## src/hdl/tde_pkg.sv

```systemverilog
// ----------------------------------------------------------------------------
// tde_pkg
// Shared types, constants and helpers for the trie dictionary encoder.
// ----------------------------------------------------------------------------
package tde_pkg;

    localparam int NODE_COUNT = 1024;
    localparam int CODE_WIDTH = 12;
    localparam int ROOT_COUNT = 256;

    localparam int NODE_W   = $clog2(NODE_COUNT);
    localparam int SYM_W    = 8;
    localparam int CHILD_AW = NODE_W + SYM_W;
    localparam int PEND_W   = 3 * CODE_WIDTH;
    localparam int WORD_W   = 4 * CODE_WIDTH;
    localparam int OUT_W    = 48;

    // bytes in a partial word holding one to four codes
    localparam int BYTES_1 = (CODE_WIDTH + 7) / 8;
    localparam int BYTES_2 = (2 * CODE_WIDTH + 7) / 8;
    localparam int BYTES_3 = (3 * CODE_WIDTH + 7) / 8;
    localparam int BYTES_4 = (4 * CODE_WIDTH + 7) / 8;
    localparam int BYTES_FULL = 6;

    typedef enum logic [1:0] {
        OP_WRITE_CHILD = 2'd0,
        OP_WRITE_CODE  = 2'd1,
        OP_DATA        = 2'd2,
        OP_END         = 2'd3
    } tde_op_t;

    typedef enum logic [1:0] {
        RD_ITEM      = 2'd0,
        RD_PAD_START = 2'd1,
        RD_PAD_NEXT  = 2'd2
    } tde_rd_src_t;

    typedef struct packed {
        logic [1:0]  operation;
        logic [9:0]  node_index;
        logic [7:0]  symbol;
        logic [11:0] write_value;
    } tde_item_t;

    typedef struct packed {
        logic [47:0] packed_codes;
        logic [2:0]  byte_count;
        logic        last;
    } tde_result_t;

    typedef struct packed {
        logic        wr_child;
        logic        wr_code;
        logic        start;
        logic        rd_en;
        tde_rd_src_t rd_src;
        logic        advance;
        logic        append;
        logic        emit_full;
        logic        pad_advance;
        logic        emit_pad;
        logic        emit_empty;
    } tde_cmd_t;

    typedef struct packed {
        logic started;
        logic root_hit;
        logic count_full;
        logic pad_done;
        logic out_free;
    } tde_status_t;

    function automatic logic [2:0] tde_partial_bytes(input logic [1:0] count);
        logic [2:0] bytes;
        case (count)
            2'd0:    bytes = 3'(BYTES_1);
            2'd1:    bytes = 3'(BYTES_2);
            2'd2:    bytes = 3'(BYTES_3);
            2'd3:    bytes = 3'(BYTES_4);
            default: bytes = 3'(BYTES_1);
        endcase
        return bytes;
    endfunction

endpackage

```

## src/hdl/tde_controller.sv

```systemverilog
// ----------------------------------------------------------------------------
// tde_controller
// Sequences table writes, trie lookups, the end-of-stream padding walk
// and result hand-off.
// ----------------------------------------------------------------------------
module tde_controller
    import tde_pkg::*;
(
    input  logic        clk,
    input  logic        rst_n,
    input  logic        item_valid,
    input  logic [1:0]  operation,
    input  tde_status_t status,
    output logic        item_stall,
    output tde_cmd_t    cmd
);

    typedef enum logic [3:0] {
        ST_IDLE  = 4'b0001,
        ST_STEP  = 4'b0010,
        ST_PAD   = 4'b0100,
        ST_EMPTY = 4'b1000
    } tde_state_t;

    tde_state_t state_reg, state_next;
    logic       accept;

    assign item_stall = state_reg != ST_IDLE;
    assign accept     = item_valid && !item_stall;

    always_comb
    begin
        state_next = state_reg;
        cmd        = '0;
        cmd.rd_src = RD_ITEM;

        case (state_reg)
            ST_IDLE:
            begin
                if (accept)
                begin
                    case (operation)
                        OP_WRITE_CHILD: cmd.wr_child = 1'b1;
                        OP_WRITE_CODE:  cmd.wr_code = 1'b1;
                        OP_DATA:
                        begin
                            if (!status.started)
                            begin
                                cmd.start = 1'b1;
                            end
                            else
                            begin
                                cmd.rd_en  = 1'b1;
                                cmd.rd_src = RD_ITEM;
                                state_next = ST_STEP;
                            end
                        end
                        OP_END:
                        begin
                            if (!status.started)
                            begin
                                state_next = ST_EMPTY;
                            end
                            else
                            begin
                                cmd.rd_en  = 1'b1;
                                cmd.rd_src = RD_PAD_START;
                                state_next = ST_PAD;
                            end
                        end
                        default: state_next = ST_IDLE;
                    endcase
                end
            end
            ST_STEP:
            begin
                // child still inside the dictionary: keep growing the match
                if (!status.root_hit)
                begin
                    cmd.advance = 1'b1;
                    state_next  = ST_IDLE;
                end
                else if (!status.count_full)
                begin
                    cmd.append = 1'b1;
                    state_next = ST_IDLE;
                end
                else if (status.out_free)
                begin
                    cmd.emit_full = 1'b1;
                    state_next    = ST_IDLE;
                end
            end
            ST_PAD:
            begin
                if (!status.pad_done)
                begin
                    cmd.rd_en       = 1'b1;
                    cmd.rd_src      = RD_PAD_NEXT;
                    cmd.pad_advance = 1'b1;
                end
                else if (status.out_free)
                begin
                    cmd.emit_pad = 1'b1;
                    state_next   = ST_IDLE;
                end
            end
            ST_EMPTY:
            begin
                if (status.out_free)
                begin
                    cmd.emit_empty = 1'b1;
                    state_next     = ST_IDLE;
                end
            end
            default: state_next = ST_IDLE;
        endcase
    end

    always_ff @(posedge clk or negedge rst_n)
    begin
        if (!rst_n)
        begin
            state_reg <= ST_IDLE;
        end
        else
        begin
            state_reg <= state_next;
        end
    end

endmodule

```

## config.mk

```make
export PLATFORM = sky130hd
export DESIGN_NAME = tde_controller
export DESIGN_NICKNAME = d
export VERILOG_FILES = /design/src/hdl/tde_pkg.sv /design/src/hdl/tde_controller.sv
export SDC_FILE = /design/constraint.sdc
export NUM_CORES = 1
export LEC_CHECK = 0
export BUFFER_PORTS_ARGS = -buffer_cell sky130_fd_sc_hd__buf_2
export CAP_MARGIN = 20
export CORE_AREA = 2 2 39 41
export DETAILED_ROUTE_END_ITERATION = 7
export DIE_AREA = 0 0 41 43
export PLACE_DENSITY = 0.72
export REMOVE_ABC_BUFFERS = 1
export SYNTH_ARGS = -nofsm -noshare
export SYNTH_HDL_FRONTEND = slang
export SYNTH_SLANG_ARGS = --single-unit
```

## constraint.sdc

```tcl
create_clock -name clk -period 2 [get_ports clk]
set_input_delay 0 -clock clk [delete_from_list [all_inputs] [get_ports clk]]
set_output_delay 0 -clock clk [all_outputs]
set_load 0.005 [all_outputs]
```

==> results of run 1 <==
-- metrics by stage --
step                      hold slack (ns)  power [µW]  area, µm²  utilization, %
final                              0.0991         285        592            42.8
after global routing               0.0967         312        592            42.8
after CTS                          0.0862         292        592            42.8
after detailed placement           -0.193         176        556            40.1
after global placement             -0.195         175        556            40.1
after floorplan                    -0.296         144        425               -
-- layer usage --
layer  vias up  wire, µm
li1        245         -
met1       207       508
met2        20       448
met3         0        71
met4         0         0
met5         -         0
-- cells in the mapped netlist, types with 2 or more instances --
master | number | area share (%)
or4bb_1 | 2 | 4.9
inv_1 | 2 | 1.6
nand3_1 | 2 | 2.2
nand2_1 | 3 | 2.5
nor3b_1 | 2 | 3.3
o211ai_1 | 2 | 3.3
o21ai_0 | 2 | 2.2
dfrtp_1 | 3 | 16
nor2_1 | 6 | 4.9
nor2b_1 | 2 | 2.7
buf_4 | 3 | 4.9
-- worst max-delay path: cells and delay by family (launching register included) --
| family | cells | cell delay (ns) |
|---|---|---|
| DFF | 1 | 0.54 |
| buffers and inverters | 1 | 0.10 |
| and+or+nand+nor | 2 | 0.70 |
| AOI/OAI and AO/OA | 1 | 0.11 |
-- cell families after synthesis --
logic type,Yosys count,share of synthesized area (%)
and+or+nand+nor,28,43.3
DFF,4,22.1
AOI/OAI and AO/OA,13,22.9
buffers and inverters,7,9.81
xor gates and xnor gates,1,1.91
-- final cells by class --
cell class | instances | area [µm²] | share of cell area, %
clock buffer | 4 | 26.3 | 4.44
inverter | 3 | 11.3 | 1.90
multi-input combinational | 42 | 313 | 52.9
sequential | 4 | 101 | 17.1
tap | 16 | 20.0 | 3.38
timing repair buffer | 23 | 120 | 20.3
-- how the worst max path moves through the flow --
stage	from	to	slack, ns	depth (start not counted)
floorplan	state_reg[1]$_DFFE_PN0P_	state_reg[2]$_DFFE_PN0P_	0.61	3
global placement	state_reg[1]$_DFFE_PN0P_	state_reg[2]$_DFFE_PN0P_	0.52	3
detailed placement	state_reg[1]$_DFFE_PN0P_	state_reg[2]$_DFFE_PN0P_	0.51	3
CTS	state_reg[2]$_DFFE_PN0P_	cmd[8]	0.29	4
global route	state_reg[2]$_DFFE_PN0P_	cmd[8]	0.17	4
finish	state_reg[2]$_DFFE_PN0P_	cmd[8]	0.31	4
-- power groups by stage --
stage          registers (µW)  clock network (µW)  logic, µW
2_1_floorplan            95.5                   0       48.1
3_3_place_gp             97.4                   0       77.7
3_5_place_dp             98.2                   0       78.3
4_1_cts                  97.1                 115       80.3
5_1_grt                  98.2                 126       87.7
6_report                 97.4                 108       79.8
==> results.sh, run 1 <==
export IMPL_fp_dieH_um=43
export IMPL_cts_resized=0
export IMPL_grt_max_degree=12
export IMPL_final_cell_mix="buf_2 (22), nor2_1 (6), nand2_1 (3), clkbuf_4 (3), dfrtp_1 (3)"
export IMPL_regToRegSetupSlack_ns=0.50
export IMPL_r2r_end="state_reg[2]$_DFFE_PN0P_"
export IMPL_grtUsageTotal_pct=12.8
export IMPL_dp_hpwl_um=796
export IMPL_cts_root_buffer="clkbuf_4"
export IMPL_fin_crit_sh_pct=84.5
export IMPL_cp_required_ns=2.00
export IMPL_ys_seq_elements=4
export IMPL_combPwrFrac_pct=28.0
export IMPL_setup_violations=0
export IMPL_grt_util_met1_pct=19.6
export IMPL_hold_viol=0
export IMPL_clk_latency_ns=0.23
export IMPL_seqPwrFrac_pct=34.1
export IMPL_grt_pass1_vias=358
export IMPL_p_leak_uw=0.000303
export IMPL_ant_nets=0
export IMPL_crit_fanout=10
export IMPL_drc=0
export IMPL_r2r_start="state_reg[2]$_DFFE_PN0P_"
export IMPL_overflow=0
export IMPL_synth_edf_count=0
export IMPL_end_kind="primary output"
export IMPL_clk_pin_slew_ns=0.04
export IMPL_core_mm2=0.00138
export IMPL_place_congestion=0.783
export IMPL_post_route_min_period_ns=1.69
export IMPL_use_met2_pct=17.2
export IMPL_postSynthCellCount=53
export IMPL_netlist_cell_type_count=35
export IMPL_cpPeakStageDelay_ns=0.54
export IMPL_grt_util_met3_pct=6.28
export IMPL_power_frac_clock_pct=37.9
export IMPL_crit_chain="or4b_4 > nor2_1 > a41o_1 > buf_2"
export IMPL_cp_start_kind="flip-flop"
export IMPL_path_class="reg2out"
export IMPL_tns_ns=0
export IMPL_slowest_stage="dfrtp_1"
export IMPL_drt_total_wl_um=1030
export IMPL_cts_tree="built"
export IMPL_drt_iter0_drc=5
export IMPL_synth_area_um2=459
export IMPL_ir_drop_mv=0.530
export IMPL_yosys_warnings=0
export IMPL_portBuffers=22
export IMPL_cp_arrival_ns=1.69
export IMPL_rsz0062_at_grt="no"
export IMPL_slew_headroom_pct=73.0
export IMPL_async_flop_share_pct=100
export IMPL_holdCritPathClass="in2async"
export IMPL_grt_first_pass_wirelength_um=1570
export IMPL_synthFlopType="dfrtp_1"
export IMPL_area_growth_pct=28.9
export IMPL_finalClockSkew_ns=0.00726
export IMPL_dp_slack_ns=0.505
export IMPL_die_area_mm2=0.00176
export IMPL_rows=14
export IMPL_grt_busiest_layer="met1"
export IMPL_die_x_um=41
export IMPL_n_fill_cell=127
export IMPL_switching_share_pct=28.6
export IMPL_ys_seq_area_share_pct=22.1
export IMPL_cts_setup_buffers=0
export IMPL_cts_buffers=3
export IMPL_largest_register_ffs=4
export IMPL_internal_power_uw=204
export IMPL_drive_above_1_share_pct=39.5
export IMPL_io_pins=23
export IMPL_clockBufferDepth=2
export IMPL_diodes=0
export IMPL_htree_levels=1
export IMPL_status="complete, no violations"
export IMPL_nNetsFinal=87
export IMPL_antenna_found_initial=0
export IMPL_avgSynthCellArea_um2=8.66
export IMPL_cts_hold_buf=1
export IMPL_finalWorstSetupSlack_ns=0.310
export IMPL_via_per_inst=5.13
export IMPL_fmaxAchievable_mhz=592
export IMPL_rr_worst_depth=3
export IMPL_start_util_pct=33.2
export IMPL_fin_cells=92
export IMPL_clock_sinks=4
export IMPL_placed_cells=87
export IMPL_via_count=472
export IMPL_drv_cap=0
export IMPL_p_sw_uw=81.6
export IMPL_drv_slew=0
export IMPL_drt_first_pass_iters=3
export IMPL_final_common_cell="buf_2"
export IMPL_avgRoutedWirePerCell_um=11.2
export IMPL_tightest_slew_ns=0.403
export IMPL_p_per_area_mw_per_mm2=482
No activity file was read; power rests on OpenSTA's default activity.
==> inputs of run 2 (changes only) <==
Clock period 2 ns to 1.7 ns, I/O delays scaled along.
==> results.sh, run 2 (synthesis gave the netlist of run 1 again) <==
export IMPL_path_buf_inv=1
export IMPL_rsz0062_at_grt="no"
export IMPL_fmaxAchievable_mhz=616
export IMPL_ir_drop_mv=0.314
export IMPL_largest_register_ffs=4
export IMPL_htree_levels=1
export IMPL_fin_hold_ws_ns=0.0939
export IMPL_seqPwrFrac_pct=32.0
export IMPL_drv_slew=0
export IMPL_io_pins=23
export IMPL_slew_headroom_pct=73.1
export IMPL_drive_above_1_share_pct=48.1
export IMPL_status="complete, no violations"
export IMPL_rows=14
export IMPL_start_util_pct=33.2
export IMPL_setup_violations=0
export IMPL_die_area_mm2=0.00176
export IMPL_nNetsFinal=90
export IMPL_p_leak_uw=0.000314
export IMPL_cts_buffers=3
export IMPL_grtUsageTotal_pct=13.7
export IMPL_die_x_um=41
export IMPL_via_per_inst=5.23
export IMPL_post_route_min_period_ns=1.62
export IMPL_crit_family="simple AND/OR/NAND/NOR gates"
export IMPL_overflow=0
export IMPL_power_frac_clock_pct=36.1
export IMPL_combPwrFrac_pct=31.9
export IMPL_grt_first_pass_wirelength_um=1660
export IMPL_cts_root_buffer="clkbuf_4"
export IMPL_finalClockSkew_ns=0.00746
export IMPL_fp_dieH_um=43
export IMPL_crit_chain="or4b_4 > nor2_2 > a41o_1 > buf_2"
export IMPL_antenna_found_initial=0
export IMPL_p_sw_uw=100
export IMPL_p_per_area_mw_per_mm2=563
export IMPL_avgRoutedWirePerCell_um=11.4
export IMPL_diodes=0
export IMPL_cts_tree="built"
export IMPL_internal_power_uw=253
export IMPL_drt_first_pass_iters=4
export IMPL_r2r_start="state_reg[1]$_DFFE_PN0P_"
export IMPL_switching_share_pct=28.4
export IMPL_cp_required_ns=1.70
export IMPL_tightest_slew_ns=0.402
export IMPL_core_mm2=0.00138
export IMPL_n_fill_cell=134
export IMPL_clk_pin_slew_ns=0.04
export IMPL_path_class="reg2out"
export IMPL_clockBufferDepth=2
export IMPL_tns_ns=0
export IMPL_dp_hpwl_um=831
export IMPL_crit_fanout=6
export IMPL_clk_latency_ns=0.24
export IMPL_drv_cap=0
export IMPL_fin_crit_sh_pct=95.4
export IMPL_hold_viol=0
export IMPL_holdCritPathClass="in2async"
export IMPL_place_congestion=0.784
export IMPL_via_count=497
export IMPL_clock_sinks=4
export IMPL_final_cell_mix="buf_2 (22), nor2_1 (5)"
export IMPL_drt_total_wl_um=1090
export IMPL_crit_path_start="state_reg[1]$_DFFE_PN0P_"
export IMPL_grt_max_degree=12
export IMPL_cp_start_kind="flip-flop"
export IMPL_portBuffers=22
export IMPL_cpPeakStageDelay_ns=0.58
export IMPL_drc=0
export IMPL_grt_pass1_vias=392
export IMPL_final_common_cell="buf_2"
export IMPL_end_kind="primary output"
export IMPL_ant_nets=0
export IMPL_cp_arrival_ns=1.62
export IMPL_slowest_stage="or4b_4"
export IMPL_area_growth_pct=36.5
export IMPL_drt_iter0_drc=4
==> run 2: changes by cell type in the layout (fill, tap and decap cells not counted), sizes merged <==
cell,before,now
buf,22,25
==> run 2: timing repair <==
action / 4_1_cts / 5_1_grt
hold endpoints to repair: 4 / 0
setup buffers: 0 / 3
cloned: 0 / 0
resized for setup: 4 / 1
hold buffers: 1 / 0
setup endpoints to repair: 1 / 2
==> run 2: area by class of cell <==
| cell class | count | area (µm²) | share of cell area (%) |
|---|---|---|---|
| Multi-Input combinational cell | 42 | 322 | 51.3 |
| Timing Repair Buffer | 26 | 143 | 22.8 |
| Sequential cell | 4 | 105 | 16.8 |
| Clock buffer | 4 | 26.3 | 4.19 |
| Tap cell | 16 | 20.0 | 3.19 |
| Inverter | 3 | 11.3 | 1.80 |
==> run 2: layer usage <==
metal / vias to the layer above / track usage, % / wire length, µm
met1: 225 / 18.2 / 491
met3: 0 / 1.57 / 63
met2: 20 / 22.2 / 530
li1: 252 / - / -
met5: - / 0 / 0
met4: 0 / 4.00 / 0
==> run 2: path summary, 6_finish.rpt <==
| kind | end | slack, ns | depth (start not counted) |
|---|---|---|---|
| setup / recovery | cmd[8] | 0.08 | 4 |
| hold / removal | state_reg[3]$_DFFE_PN0P_ | 0.09 | 2 |
| setup reg to reg | state_reg[3]$_DFFE_PN0P_ | 0.16 | 4 |
| hold reg to reg | state_reg[1]$_DFFE_PN0P_ | 0.57 | 1 |
| max in group asynchronous | state_reg[0]$_DFFE_PN1P_ | 1.39 | 2 |
| min in group clk | state_reg[0]$_DFFE_PN1P_ | 0.10 | 3 |
==> run 2: stage by stage <==
stage / cell area [µm²] / std cells / util (%) / total power, µW / setup slack, ns
final: 627 / 95 / 45.3 / 353 / 0.0778
after global routing: 627 / 95 / 45.3 / 375 / 0.00140
after CTS: 598 / 92 / 43.2 / 344 / 0.0246
after detailed placement: 556 / 87 / 40.1 / 208 / 0.155
after global placement: 556 / 87 / 40.1 / 206 / 0.215
after floorplan: 425 / 49 / - / 169 / 0.309
==> run 2: power groups by stage <==
stage / combinational, µW / sequential [µW] / clock [µW]
2_1_floorplan: 56.6 / 112 / 0
3_3_place_gp: 91.3 / 115 / 0
3_5_place_dp: 92.6 / 115 / 0
4_1_cts: 96.3 / 114 / 133
5_1_grt: 124 / 114 / 137
6_report: 113 / 113 / 127
==> inputs of run 3 (changes only) <==
Settings changed: SETUP_SLACK_MARGIN set to 0.3.
==> results.sh, run 3 (synthesis gave the netlist of run 1 again) <==
export IMPL_p_leak_uw=0.000359
export IMPL_drc=0
export IMPL_via_count=550
export IMPL_ant_nets=0
export IMPL_cts_root_buffer="clkbuf_4"
export IMPL_multiInputGateArea_um2=373
export IMPL_fp_dieH_um=43
export IMPL_crit_fanout=4
export IMPL_final_cell_mix="buf_2 (22), buf_4 (11), nor2_1 (5)"
export IMPL_portBuffers=22
export IMPL_holdCritPathClass="in2async"
export IMPL_grt_util_met1_pct=20.5
export IMPL_crit_path_start="state_reg[1]$_DFFE_PN0P_"
export IMPL_place_area_um2=556
export IMPL_die_area_mm2=0.00176
export IMPL_diodes=0
export IMPL_place_congestion=0.784
export IMPL_seq_area_um2=105
export IMPL_combPwrFrac_pct=36.2
export IMPL_setup_violations=0
export IMPL_area_growth_pct=60.8
export IMPL_die_x_um=41
export IMPL_cp_start_kind="flip-flop"
export IMPL_cp_arrival_ns=1.57
export IMPL_rows=14
export IMPL_antenna_found_initial=0
export IMPL_drt_total_wl_um=1330
export IMPL_switching_share_pct=30.4
export IMPL_design_area_um2=738
export IMPL_end_kind="primary output"
export IMPL_drt_iter0_drc=7
export IMPL_grt_pass1_vias=483
export IMPL_dp_hpwl_um=831
export IMPL_drv_slew=0
export IMPL_n_fill_cell=124
export IMPL_grt_util_met3_pct=2.09
export IMPL_cp_required_ns=1.70
export IMPL_tns_ns=0
export IMPL_grtUsageTotal_pct=16.7
export IMPL_hold_viol=0
export IMPL_p_per_area_mw_per_mm2=513
export IMPL_p_sw_uw=115
export IMPL_r2r_start="state_reg[1]$_DFFE_PN0P_"
export IMPL_clock_sinks=4
export IMPL_use_met2_pct=27.8
export IMPL_grt_busiest_layer="met2"
export IMPL_via_per_inst=5.34
export IMPL_clockBufferDepth=2
export IMPL_io_pins=23
export IMPL_overflow=0
export IMPL_clk_latency_ns=0.24
export IMPL_path_class="reg2out"
export IMPL_power_frac_clock_pct=34.1
export IMPL_drive_above_1_share_pct=65.5
export IMPL_grt_max_degree=8
export IMPL_seqPwrFrac_pct=29.7
export IMPL_htree_levels=1
export IMPL_tightest_slew_ns=0.407
export IMPL_avgRoutedWirePerCell_um=12.9
export IMPL_fmaxAchievable_mhz=637
export IMPL_r2r_end="state_reg[0]$_DFFE_PN1P_"
export IMPL_start_util_pct=33.2
export IMPL_fin_crit_sh_pct=92.3
export IMPL_status="complete, no violations"
export IMPL_drt_first_pass_iters=4
export IMPL_nNetsFinal=98
export IMPL_rr_worst_depth=5
export IMPL_cts_tree="built"
export IMPL_finalClockSkew_ns=0.00770
export IMPL_ir_drop_mv=0.354
export IMPL_cts_buffers=3
export IMPL_drv_cap=0
export IMPL_grt_first_pass_wirelength_um=2000
export IMPL_slew_headroom_pct=72.7
export IMPL_internal_power_uw=263
export IMPL_regToRegSetupSlack_ns=0.14
export IMPL_worstSetupEndpoint="cmd[8]"
export IMPL_clk_pin_slew_ns=0.04
export IMPL_final_common_cell="buf_2"
export IMPL_post_route_min_period_ns=1.57
export IMPL_rsz0062_at_grt="yes"
export IMPL_largest_register_ffs=4
export IMPL_core_mm2=0.00138
==> run 3: layout make-up <==
class | instances | share of cell area (%)
clock buffer | 4 | 3.56
tap | 16 | 2.71
timing repair buffer | 34 | 27.5
multi-input combinational | 42 | 50.5
inverter | 3 | 1.53
sequential | 4 | 14.2
==> run 3: worst min-delay path by stage <==
stage                                    end  slack (ns)  depth (start not counted)
global placement    state_reg[1]$_DFFE_PN0P_       -0.19                          1
finish              state_reg[3]$_DFFE_PN0P_        0.09                          2
CTS                 state_reg[3]$_DFFE_PN0P_        0.09                          2
floorplan           state_reg[1]$_DFFE_PN0P_       -0.30                          0
global route        state_reg[3]$_DFFE_PN0P_        0.11                          2
detailed placement  state_reg[1]$_DFFE_PN0P_       -0.19                          1
==> run 3: timing repair <==
action / 4_1_cts / 5_1_grt
buffers inserted: 10 / 1
hold endpoints to repair: 4 / 0
gates cloned: 0 / 0
pin swaps: 8 / 5
setup endpoints to repair: 14 / 17
gates resized for setup: 8 / 10
hold buffers: 1 / 0
==> run 3: worst max-delay path, stage by stage (launching register included) <==
cell and delay, ns:
dfrtp_2 0.43, or4b_4 0.57, nor2_4 0.12, a41o_1 0.11
buf_2 0.11
==> run 3: metal layers <==
metal  up-vias  wire [µm]
met3         3         75
li1        266          -
met4         0         25
met1       256        526
met2        25        700
met5         -          0
==> run 3: metrics by stage <==
step	cells	utilization (%)	hold WS [ns]	total power (µW)	worst slack [ns]
floorplan	49	-	-0.296	169	0.309
global placement	87	40.1	-0.195	206	0.215
detailed placement	87	40.1	-0.191	208	0.155
CTS	102	49.9	0.0895	364	0.129
global route	103	53.3	0.110	398	0.0705
finish	103	53.3	0.0934	378	0.130
==> run 3: power by group through the flow <==
stage | Combinational [µW] | Clock [µW] | Sequential [µW]
after floorplan | 56.6 | 0 | 112
after global placement | 91.3 | 0 | 115
after detailed placement | 92.6 | 0 | 115
after CTS | 120 | 133 | 111
after global routing | 147 | 137 | 114
final | 137 | 129 | 112
